`src/rtl/gmr_pkg.sv`:
```
// shared constants, codes and command/status types of the grid maze reachability block
package gmr_pkg;

  localparam int MAX_ROWS   = 32;
  localparam int MAX_COLS   = 32;
  localparam int CELLS      = MAX_ROWS * MAX_COLS;
  localparam int ROW_W      = $clog2(MAX_ROWS);
  localparam int COL_W      = $clog2(MAX_COLS);
  localparam int DIM_W      = 6;
  localparam int POS_W      = $clog2(CELLS);
  localparam int CNT_W      = POS_W + 1;
  localparam int CFG_IDX_W  = 3;
  localparam int CFG_DATA_W = 6;

  typedef enum logic [CFG_IDX_W-1:0] {
    CFG_ROW_COUNT = 3'd0,
    CFG_COL_COUNT = 3'd1,
    CFG_START_ROW = 3'd2,
    CFG_START_COL = 3'd3,
    CFG_GOAL_ROW  = 3'd4,
    CFG_GOAL_COL  = 3'd5
  } gmr_cfg_e;

  typedef enum logic [1:0] {
    DIR_N = 2'd0,
    DIR_S = 2'd1,
    DIR_W = 2'd2,
    DIR_E = 2'd3
  } gmr_dir_e;

  typedef struct packed {
    logic     load;
    logic     init;
    logic     mark;
    logic     push;
    logic     pop;
    logic     take;
    logic     nb_calc;
    gmr_dir_e dir;
    logic     emit;
    logic     emit_val;
  } gmr_cmd_t;

  typedef struct packed {
    logic out_busy;
    logic trivial_hit;
    logic off_grid;
    logic stack_empty;
    logic nb_ok;
    logic nb_enter;
    logic nb_goal;
  } gmr_sts_t;

endpackage

```
`src/rtl/gmr_ctrl.sv`:
```
// search sequencer: cell loading, stack walk and result hand-off
module gmr_ctrl
  import gmr_pkg::*;
(
  input  logic     clk_i,
  input  logic     rst_ni,
  input  logic     in_valid_i,
  input  logic     in_last_i,
  output logic     in_ready_o,
  input  gmr_sts_t sts_i,
  output gmr_cmd_t cmd_o
);

  typedef enum logic [3:0] {
    ST_LOAD,
    ST_SETUP,
    ST_INIT,
    ST_START_PUSH,
    ST_POP,
    ST_POP_WAIT,
    ST_NB_CALC,
    ST_NB_READ,
    ST_NB_CHECK,
    ST_REPORT
  } state_e;

  state_e   state_q;
  gmr_dir_e dir_q;
  logic     found_q;
  gmr_dir_e dir_next;

  always_comb begin
    case (dir_q)
      DIR_N:   dir_next = DIR_S;
      DIR_S:   dir_next = DIR_W;
      DIR_W:   dir_next = DIR_E;
      default: dir_next = DIR_N;
    endcase
  end

  assign in_ready_o = (state_q == ST_LOAD);

  always_comb begin
    cmd_o          = '0;
    cmd_o.dir      = dir_q;
    cmd_o.emit_val = found_q;
    case (state_q)
      ST_LOAD:       cmd_o.load = in_valid_i;
      ST_INIT:       cmd_o.init = 1'b1;
      ST_START_PUSH: begin
        cmd_o.mark = 1'b1;
        cmd_o.push = 1'b1;
      end
      ST_POP:        cmd_o.pop = !sts_i.stack_empty;
      ST_POP_WAIT:   cmd_o.take = 1'b1;
      ST_NB_CALC:    cmd_o.nb_calc = sts_i.nb_ok;
      ST_NB_CHECK:   begin
        cmd_o.mark = sts_i.nb_enter;
        cmd_o.push = sts_i.nb_enter && !sts_i.nb_goal;
      end
      ST_REPORT:     cmd_o.emit = !sts_i.out_busy;
      default:       cmd_o.load = 1'b0;
    endcase
  end

  always_ff @(posedge clk_i or negedge rst_ni) begin
    if (!rst_ni) begin
      state_q <= ST_LOAD;
      dir_q   <= DIR_N;
      found_q <= 1'b0;
    end else begin
      case (state_q)
        ST_LOAD: begin
          if (in_valid_i && in_last_i) begin
            state_q <= ST_SETUP;
          end
        end
        ST_SETUP: begin
          if (sts_i.trivial_hit) begin
            found_q <= 1'b1;
            state_q <= ST_REPORT;
          end else if (sts_i.off_grid) begin
            found_q <= 1'b0;
            state_q <= ST_REPORT;
          end else begin
            state_q <= ST_INIT;
          end
        end
        ST_INIT:       state_q <= ST_START_PUSH;
        ST_START_PUSH: state_q <= ST_POP;
        ST_POP: begin
          if (sts_i.stack_empty) begin
            found_q <= 1'b0;
            state_q <= ST_REPORT;
          end else begin
            state_q <= ST_POP_WAIT;
          end
        end
        ST_POP_WAIT: begin
          dir_q   <= DIR_N;
          state_q <= ST_NB_CALC;
        end
        ST_NB_CALC: begin
          if (sts_i.nb_ok) begin
            state_q <= ST_NB_READ;
          end else if (dir_q == DIR_E) begin
            state_q <= ST_POP;
          end else begin
            dir_q <= dir_next;
          end
        end
        ST_NB_READ: state_q <= ST_NB_CHECK;
        ST_NB_CHECK: begin
          if (sts_i.nb_enter && sts_i.nb_goal) begin
            found_q <= 1'b1;
            state_q <= ST_REPORT;
          end else if (dir_q == DIR_E) begin
            state_q <= ST_POP;
          end else begin
            dir_q   <= dir_next;
            state_q <= ST_NB_CALC;
          end
        end
        ST_REPORT: begin
          if (!sts_i.out_busy) begin
            state_q <= ST_LOAD;
          end
        end
        default: state_q <= ST_LOAD;
      endcase
    end
  end

endmodule

```
`config.mk`:
```
export PLATFORM = sky130hd
export DESIGN_NAME = gmr_ctrl
export DESIGN_NICKNAME = d
export VERILOG_FILES = /design/src/rtl/gmr_pkg.sv /design/src/rtl/gmr_ctrl.sv
export SDC_FILE = /design/constraint.sdc
export NUM_CORES = 1
export LEC_CHECK = 0
export ABC_AREA = 1
export BUFFER_PORTS_ARGS = -buffer_cell sky130_fd_sc_hd__buf_2
export CORE_AREA = 2 2 40 42
export DETAILED_ROUTE_END_ITERATION = 8
export DIE_AREA = 0 0 42 44
export PLACE_DENSITY = 0.86
export SYNTH_ARGS = -nofsm -noshare
export SYNTH_HDL_FRONTEND = slang
export SYNTH_SLANG_ARGS = --single-unit
```
`constraint.sdc`:
```
create_clock -name clk_i -period 2.7 [get_ports clk_i]
set_input_delay 0.405 -clock clk_i [delete_from_list [all_inputs] [get_ports clk_i]]
set_output_delay 0.405 -clock clk_i [all_outputs]
set_load 0.005 [all_outputs]
```
==> qor_table.md, run 1 <==
| Metric | This run |
| --- | --- |
| Initial antenna violation count | 0 |
| DRC marker count from the first detailed-route iteration | 15 |
| Critical path class | flip-flop to output pin |
| Largest family of logic cells by synthesized area | simple AND/OR/NAND/NOR gates |
| Crit path largest cell delay | 490 ps |
| Async set-or-reset flop fraction in the synthesized netlist | 100% |
| Final net count | 142 |
| Seq/Total Area, Yosys | 25.8% |
| Mux contribution to synthesized area | 0% |
| Register cell area after layout | 175 um2 |
| Detailed-placement wirelength estimate | 1.31 mm |
| Setup total negative slack | 0 ps |
| Area grow syn2layout | 23.4% |
| Kind of cell adding the most delay to the critical path | flip-flops |
| Post-route minimum period | 1810 ps |
| Total wire length | 1.54 mm |
| CTS tree | yes |
| Pin count of the biggest net entering global routing | 9 |
| Worst path bufs/invs | 1 |
| FF-to-FF setup slack | 1390 ps |
| Share of the synthesized area in the top cell type | 25.8% |
| Highest-delay cell along the critical path | dfrtp_1 |
| Synthesized area divided by synthesized cell count | 6.73 um2 |
| Remaining design rule violation count | 0 |
| Number of buffers inserted to repair setup after CTS | 0 |
| RSZ-0062 raised after global routing | no |
| Dominant register cell in the synthesized netlist | dfrtp_1 |
| Via count of the first global-routing pass | 663 |
| Cells along the critical path | nor2_4 -> nand2_4 -> o31ai_1 -> buf_2 |
| Post-DR wirelength/cell | 10.7 um |
| Antenna Cells | 0 |
| Fmax | 0.551 GHz |
| Synthesized instance count | 101 |
| Number of fillers in the final layout | 146 |
| Cell depth of the worst flop-to-flop path | 8 |
| Post-detailed-route count of antenna-violating nets | 0 |
| Critical path capture point type | output pin |
| Worst r2r dst | found_q |
| Crit start category | flip-flop |
| CP Depth | 4 |
| Top Ports | 23 |
| Peak supply drop | 0.498 mV |
| Ranking of synthesized cells by instance count | nand2_1 (20), inv_1 (14), nand3_1 (12), nor2_1 (11), dfrtp_1 (7) |
| Arrival time at the worst endpoint | 1410 ps |
| CORE AREA | 0.00142 mm2 |
| Status | completed |
| Final Cycle Share | 67.2% |
| CTS buffer count | 3 |
| Aggregate global-route resource usage | 19.1% |
| Share of layout cells above drive strength 1 | 33.9% |
| Most area-consuming cells after synthesis | dfrtp_1 (26%), nand2_1 (11%), nor2_4 (9.9%) |
| Final setup fails | 0 |
| Worst min-delay path endpoint | state_q[3] |
| Number of search-and-repair iterations in the first detailed-routing pass | 4 |
| DIE WIDTH | 42 um |
| Global-route wire length before repair | 2.70 mm |
| Adder-Cell Fraction of Synth Area | 5.52% |
| Count of unique library cells instantiated by Yosys | 21 |
| Total number of H-tree levels | 1 |
| Setup skew after layout | 0.910 ps |
| Final Hold Vio Count | 0 |
| Clock slew at the register clock pins of the worst setup and hold paths | 50 ps |
| Area of the multi-input gates | 424 um2 |
| Die outline height | 44 um |
| Measured slew at the worst slew-check pin | 326 ps |
| Most repeated cell in the gate-level netlist after synthesis | nand2_1 |
| Maximum clock insertion buffer count | 2 |
| Synth Area in Simple Gates | 49.5% |
| Starting Density | 47.9% |
| Via Count | 755 |
| Worst slew slack as a fraction of its limit | 78.3% |
| Launch point of the worst reg-to-reg path | state_q[0] |
| Total of buffers placed on input and output ports | 22 |
| Library cell used as clock root buffer | clkbuf_4 |
| Net count of the mapped netlist | 115 |
| Routability Congestion | 0.891 |
| Number of flops mapped to enable cells by yosys | 0 |
| Util after Layout | 59.1% |
| Xor/xnor cell area share of the yosys netlist | 0% |
| Number of warnings reported in the yosys synthesis log | 0 |
| Clock latency at the later pin of the worst-skew pair | 250 ps |
| Slew Limit Fails | 0 |
| Average via count per standard cell | 5.28 |
| Synthesized-area fraction occupied by ao, oa, aoi and oai cells | 7.37% |
| Class of the worst hold path | input pin to flip-flop |
| Reported max-cap violation count | 0 |
| Static leakage power | 0.519 nW |
| Worst-path fanout max | 8 |
| Post-synthesis instance area | 679 um2 |
| Power density over cell area | 931 mW/mm2 |
| Count of cells along the worst hold path | 3 |
| Clock Sink Count | 7 |
| Site Rows | 14 |
| Flip-flop and latch count after synthesis | 7 |
| Die area | 0.00185 mm2 |
| Worst hold start | sts_i[3] |
| Dominant cell type by area after synthesis | dfrtp_1 |
| Sum of overflow across all layers after global routing | 0 |
| Req. time, crit path | 2300 ps |
-- cell families (layout without fill, tap and decap cells) --
family,Yosys count,count (layout)
AO/OA/AOI/OAI,9,9
adder cells (fa/ha/maj),3,3
buffers and inverters,20,46
flip-flops,7,7
AND/OR/NAND/NOR,62,62
-- where the power goes --
group / total (mW) / internal (mW) / switching, mW
clock network: 0.0976 / 0.0566 / 0.0410
logic: 0.473 / 0.180 / 0.294
registers: 0.210 / 0.148 / 0.0619
-- registers in the layout, indices dropped and copies added, names as in the netlist --
register and flops:
state_q 4, dir_q 2, found_q 1
-- worst max-delay path by stage --
stage | from | endpoint | slack [ps]
after floorplan | state_q[0] | cmd_o[7] | 1300
after global placement | state_q[0] | cmd_o[7] | 1190
after detailed placement | state_q[0] | cmd_o[7] | 1140
after CTS | state_q[0] | cmd_o[7] | 870
after global routing | state_q[0] | cmd_o[7] | 760
final | state_q[0] | cmd_o[7] | 890
-- routing by layer --
metal	GRT usage [%]	part of all wire, %	up-vias
li1	-	-	377
met1	22.9	42	339
met2	33.1	48	37
met3	4.17	9.4	2
met4	7.74	0.59	0
met5	0	0	-
-- what timing repair did --
| item | in CTS | in global routing |
|---|---|---|
| endpoints found under the hold margin | 7 | 0 |
| hold buffers | 1 | 0 |
| resized for setup | 0 | 0 |
-- cell type report --
class | count | area share, %
Multi-Input combinational cell | 74 | 50.6
Sequential cell | 7 | 20.9
Timing Repair Buffer | 23 | 14.3
Inverter | 19 | 8.66
Clock buffer | 4 | 3.13
Tap cell | 16 | 2.39
-- cell usage in the layout, fill, tap and decap left out, drive strengths merged --
| master | count |
|---|---|
| nand2 | 26 |
| buf | 22 |
| inv | 18 |
| nor2 | 18 |
| nand3 | 12 |
| dfrtp | 7 |
| a21oi | 4 |
| clkbuf | 4 |
| o21ai | 3 |
| ha | 3 |
| nand3b | 2 |
| nand4 | 2 |
| o31ai | 1 |
| nor4 | 1 |
| clkinv | 1 |
| a21boi | 1 |
| nor3 | 1 |
| dlygate4sd3 | 1 |
-- worst min-delay path: cells and delay by family --
family | cells | cell delay, ps
buf+inv | 1 | 90
compound gates | 1 | 60
simple gates | 1 | 60
-- through the flow --
stage / hold WS (ps) / area [um2] / power (mW) / std cells / worst slack [ps]
after CTS: 396 / 838 / 0.786 / 143 / 870
after floorplan: 109 / 679 / 0.565 / 101 / 1300
after global routing: 421 / 838 / 0.854 / 143 / 759
after detailed placement: 246 / 802 / 0.684 / 138 / 1140
after global placement: 243 / 802 / 0.674 / 138 / 1190
final: 398 / 838 / 0.781 / 143 / 885
(Power assumes the default switching activity.)
==> run 2: changes to the inputs <==
--- a/config.mk
+++ b/config.mk
@@ -7,10 +7,10 @@
 export LEC_CHECK = 0
 export ABC_AREA = 1
 export BUFFER_PORTS_ARGS = -buffer_cell sky130_fd_sc_hd__buf_2
-export CORE_AREA = 2 2 40 42
+export CORE_AREA = 2 2 41 43
 export DETAILED_ROUTE_END_ITERATION = 8
-export DIE_AREA = 0 0 42 44
-export PLACE_DENSITY = 0.86
+export DIE_AREA = 0 0 43 45
+export PLACE_DENSITY = 0.83
 export SYNTH_ARGS = -nofsm -noshare
 export SYNTH_HDL_FRONTEND = slang
 export SYNTH_SLANG_ARGS = --single-unit
==> constraint.sdc (replaced) <==
create_clock -name clk_i -period 1.7 [get_ports clk_i]
set_input_delay 0.255 -clock clk_i [delete_from_list [all_inputs] [get_ports clk_i]]
set_output_delay 0.255 -clock clk_i [all_outputs]
set_load 0.005 [all_outputs]
==> qor_table.md, run 2 (synthesized netlist as in run 1, its figures left out) <==
| Metric | This run | vs previous |
| --- | --- | --- |
| Area grow syn2layout | 24.1% | was 23.4% |
| Detailed-placement wirelength estimate | 1.44 mm | was 1.31 mm |
| Post-Place Cells | 138 | unchanged |
| Post-route minimum period | 1620 ps |  |
| Arrival time at the worst endpoint | 1370 ps | was 1410 ps |
| Measured slew at the worst slew-check pin | 256 ps | was 326 ps |
| Sum of overflow across all layers after global routing | 0 | unchanged |
| DIE WIDTH | 43 um | was 42 um |
| Library cell used as clock root buffer | clkbuf_4 | unchanged |
| Static leakage power | 0.517 nW | was 0.519 nW |
| Clock latency at the later pin of the worst-skew pair | 240 ps | was 250 ps |
| Global-route wire length before repair | 2.68 mm | was 2.70 mm |
| CTS buffer count | 3 | unchanged |
| Final Cycle Share | 95.5% |  |
| Final setup fails | 0 | unchanged |
| Via Count | 760 | was 755 |
| Fmax | 0.616 GHz |  |
| Most used cells in the layout excluding fill and tap cells | buf_2 (22), nand2_1 (20), inv_1 (14) | unchanged |
| Crit start category | flip-flop | unchanged |
| Total of buffers placed on input and output ports | 22 | unchanged |
| Class of the worst hold path | input pin to flip-flop | unchanged |
| Highest-delay cell along the critical path | dfrtp_2 | was dfrtp_1 |
| Clock slew at the register clock pins of the worst setup and hold paths | 60 ps | was 50 ps |
| Cells along the critical path | nor2_4 -> nand2_4 -> o31ai_1 -> buf_2 | unchanged |
| Initial antenna violation count | 0 | unchanged |
| Req. time, crit path | 1440 ps | was 2300 ps |
| Util after Layout | 57.3% | was 59.1% |
| Post-detailed-route count of antenna-violating nets | 0 | unchanged |
| RSZ-0062 raised after global routing | no | unchanged |
| Max reg flops | 4 | unchanged |
| Remaining design rule violation count | 0 | unchanged |
| Critical path class | flip-flop to output pin | unchanged |
| Post-route insts no fill | 143 | unchanged |
| Power density over cell area | 1500 mW/mm2 | was 931 mW/mm2 |
| Count of cells along the worst hold path | 3 | unchanged |
| Share of layout cells above drive strength 1 | 36.2% | was 33.9% |
| Worst slew slack as a fraction of its limit | 82.9% | was 78.3% |
| Die area | 0.00194 mm2 | was 0.00185 mm2 |
| Finished layout cell area | 843 um2 | was 838 um2 |
| Pin count of the biggest net entering global routing | 9 | unchanged |
| Peak supply drop | 0.661 mV | was 0.498 mV |
| Setup total negative slack | 0 ps | unchanged |
| Design Power | 1.27 mW | was 781 uW |
| Worst slack at placement | 276 ps | was 1140 ps |
| Slew Limit Fails | 0 | unchanged |
| Via count of the first global-routing pass | 625 | was 663 |
| Final hold slack | 257 ps | was 398 ps |
| Most common cell after layout, fill and taps aside | buf_2 | unchanged |
| Total wire length | 1.68 mm | was 1.54 mm |
| Post-Place Cell Area | 802 um2 | unchanged |
| Number of buffers inserted to repair setup after CTS | 0 | unchanged |
| CORE AREA | 0.00147 mm2 | was 0.00142 mm2 |
| Routability Congestion | 0.918 | was 0.891 |
| Largest register by flop count | state_q | unchanged |
| Crit path largest cell delay | 470 ps | was 490 ps |
| Maximum clock insertion buffer count | 2 | unchanged |
| Average via count per standard cell | 5.31 | was 5.28 |
| Top Registers | state_q: 4 flops, dir_q: 2 flops, found_q: 1 flops | unchanged |
| Die outline height | 45 um | was 44 um |
| Post-DR wirelength/cell | 11.7 um | was 10.7 um |
| Number of search-and-repair iterations in the first detailed-routing pass | 4 | unchanged |
| Clock Sink Count | 7 | unchanged |
| Reported max-cap violation count | 0 | unchanged |
| Aggregate global-route resource usage | 18.9% | was 19.1% |
| Total number of H-tree levels | 1 | unchanged |
| DRC marker count from the first detailed-route iteration | 41 | was 15 |
| Status | completed | unchanged |
| Critical path capture point type | output pin | unchanged |
| Setup skew after layout | 3.74 ps | was 0.910 ps |
| CTS tree | yes | unchanged |
| Site Rows | 14 | unchanged |
| Starting Density | 46.2% | was 47.9% |
| Antenna Cells | 0 | unchanged |
| Final Hold Vio Count | 0 | unchanged |
| Top Ports | 23 | unchanged |
| Min setup slack post-route | 76.2 ps | was 885 ps |
| Worst-path fanout max | 8 | unchanged |
| Cell depth of the worst flop-to-flop path | 8 | unchanged |
| Final net count | 142 | unchanged |
## run 2: cell counts in the layout (fill, tap and decap cells not counted)
Identical to the previous run, type by type.
## run 2: report_power, final
group | switching, mW | leakage, nW | internal [mW]
sequential | 0.104 | 0.0885 | 0.239
clock | 0.0587 | 0.0150 | 0.0894
combinational | 0.486 | 0.413 | 0.288
## run 2: area by class of cell
cell class | count | area, um2
clock buffers | 4 | 26.3
fillers | 156 | 628
inverters | 19 | 72.6
multi-input cells | 74 | 427
flip-flops and latches | 7 | 178
well taps | 16 | 20.0
repair buffers | 23 | 120
## run 2: timing repair
action | 4_1_cts | 5_1_grt
hold buffers | 1 | 0
gates resized for setup | 0 | 3
endpoints found under the hold margin | 7 | 0
endpoints found under the setup margin | 0 | 2
## run 2: worst paths after layout
kind	from	slack, ps	end
max in group asynchronous	rst_ni	1160	state_q[0]
setup / recovery	state_q[0]	80	cmd_o[7]
setup reg to reg	state_q[3]	410	found_q
hold reg to reg	found_q	460	found_q
min in group asynchronous	rst_ni	370	state_q[2]
hold / removal	sts_i[3]	260	state_q[3]
## run 2: worst max-delay path, delay by kind of cell (launching register included)
kind / cells / cell delay [ps]
DFF: 1 / 470
and+or+nand+nor: 2 / 280
buffers and inverters: 1 / 150
AOI/OAI and AO/OA: 1 / 210
## run 2: per-layer routing
layer	vias to the layer above	global-route usage, %	wire length [um]
met4	0	5.45	16
met3	2	3.60	162
met5	-	0	0
li1	373	-	-
met1	344	24.9	655
met2	41	31.8	841
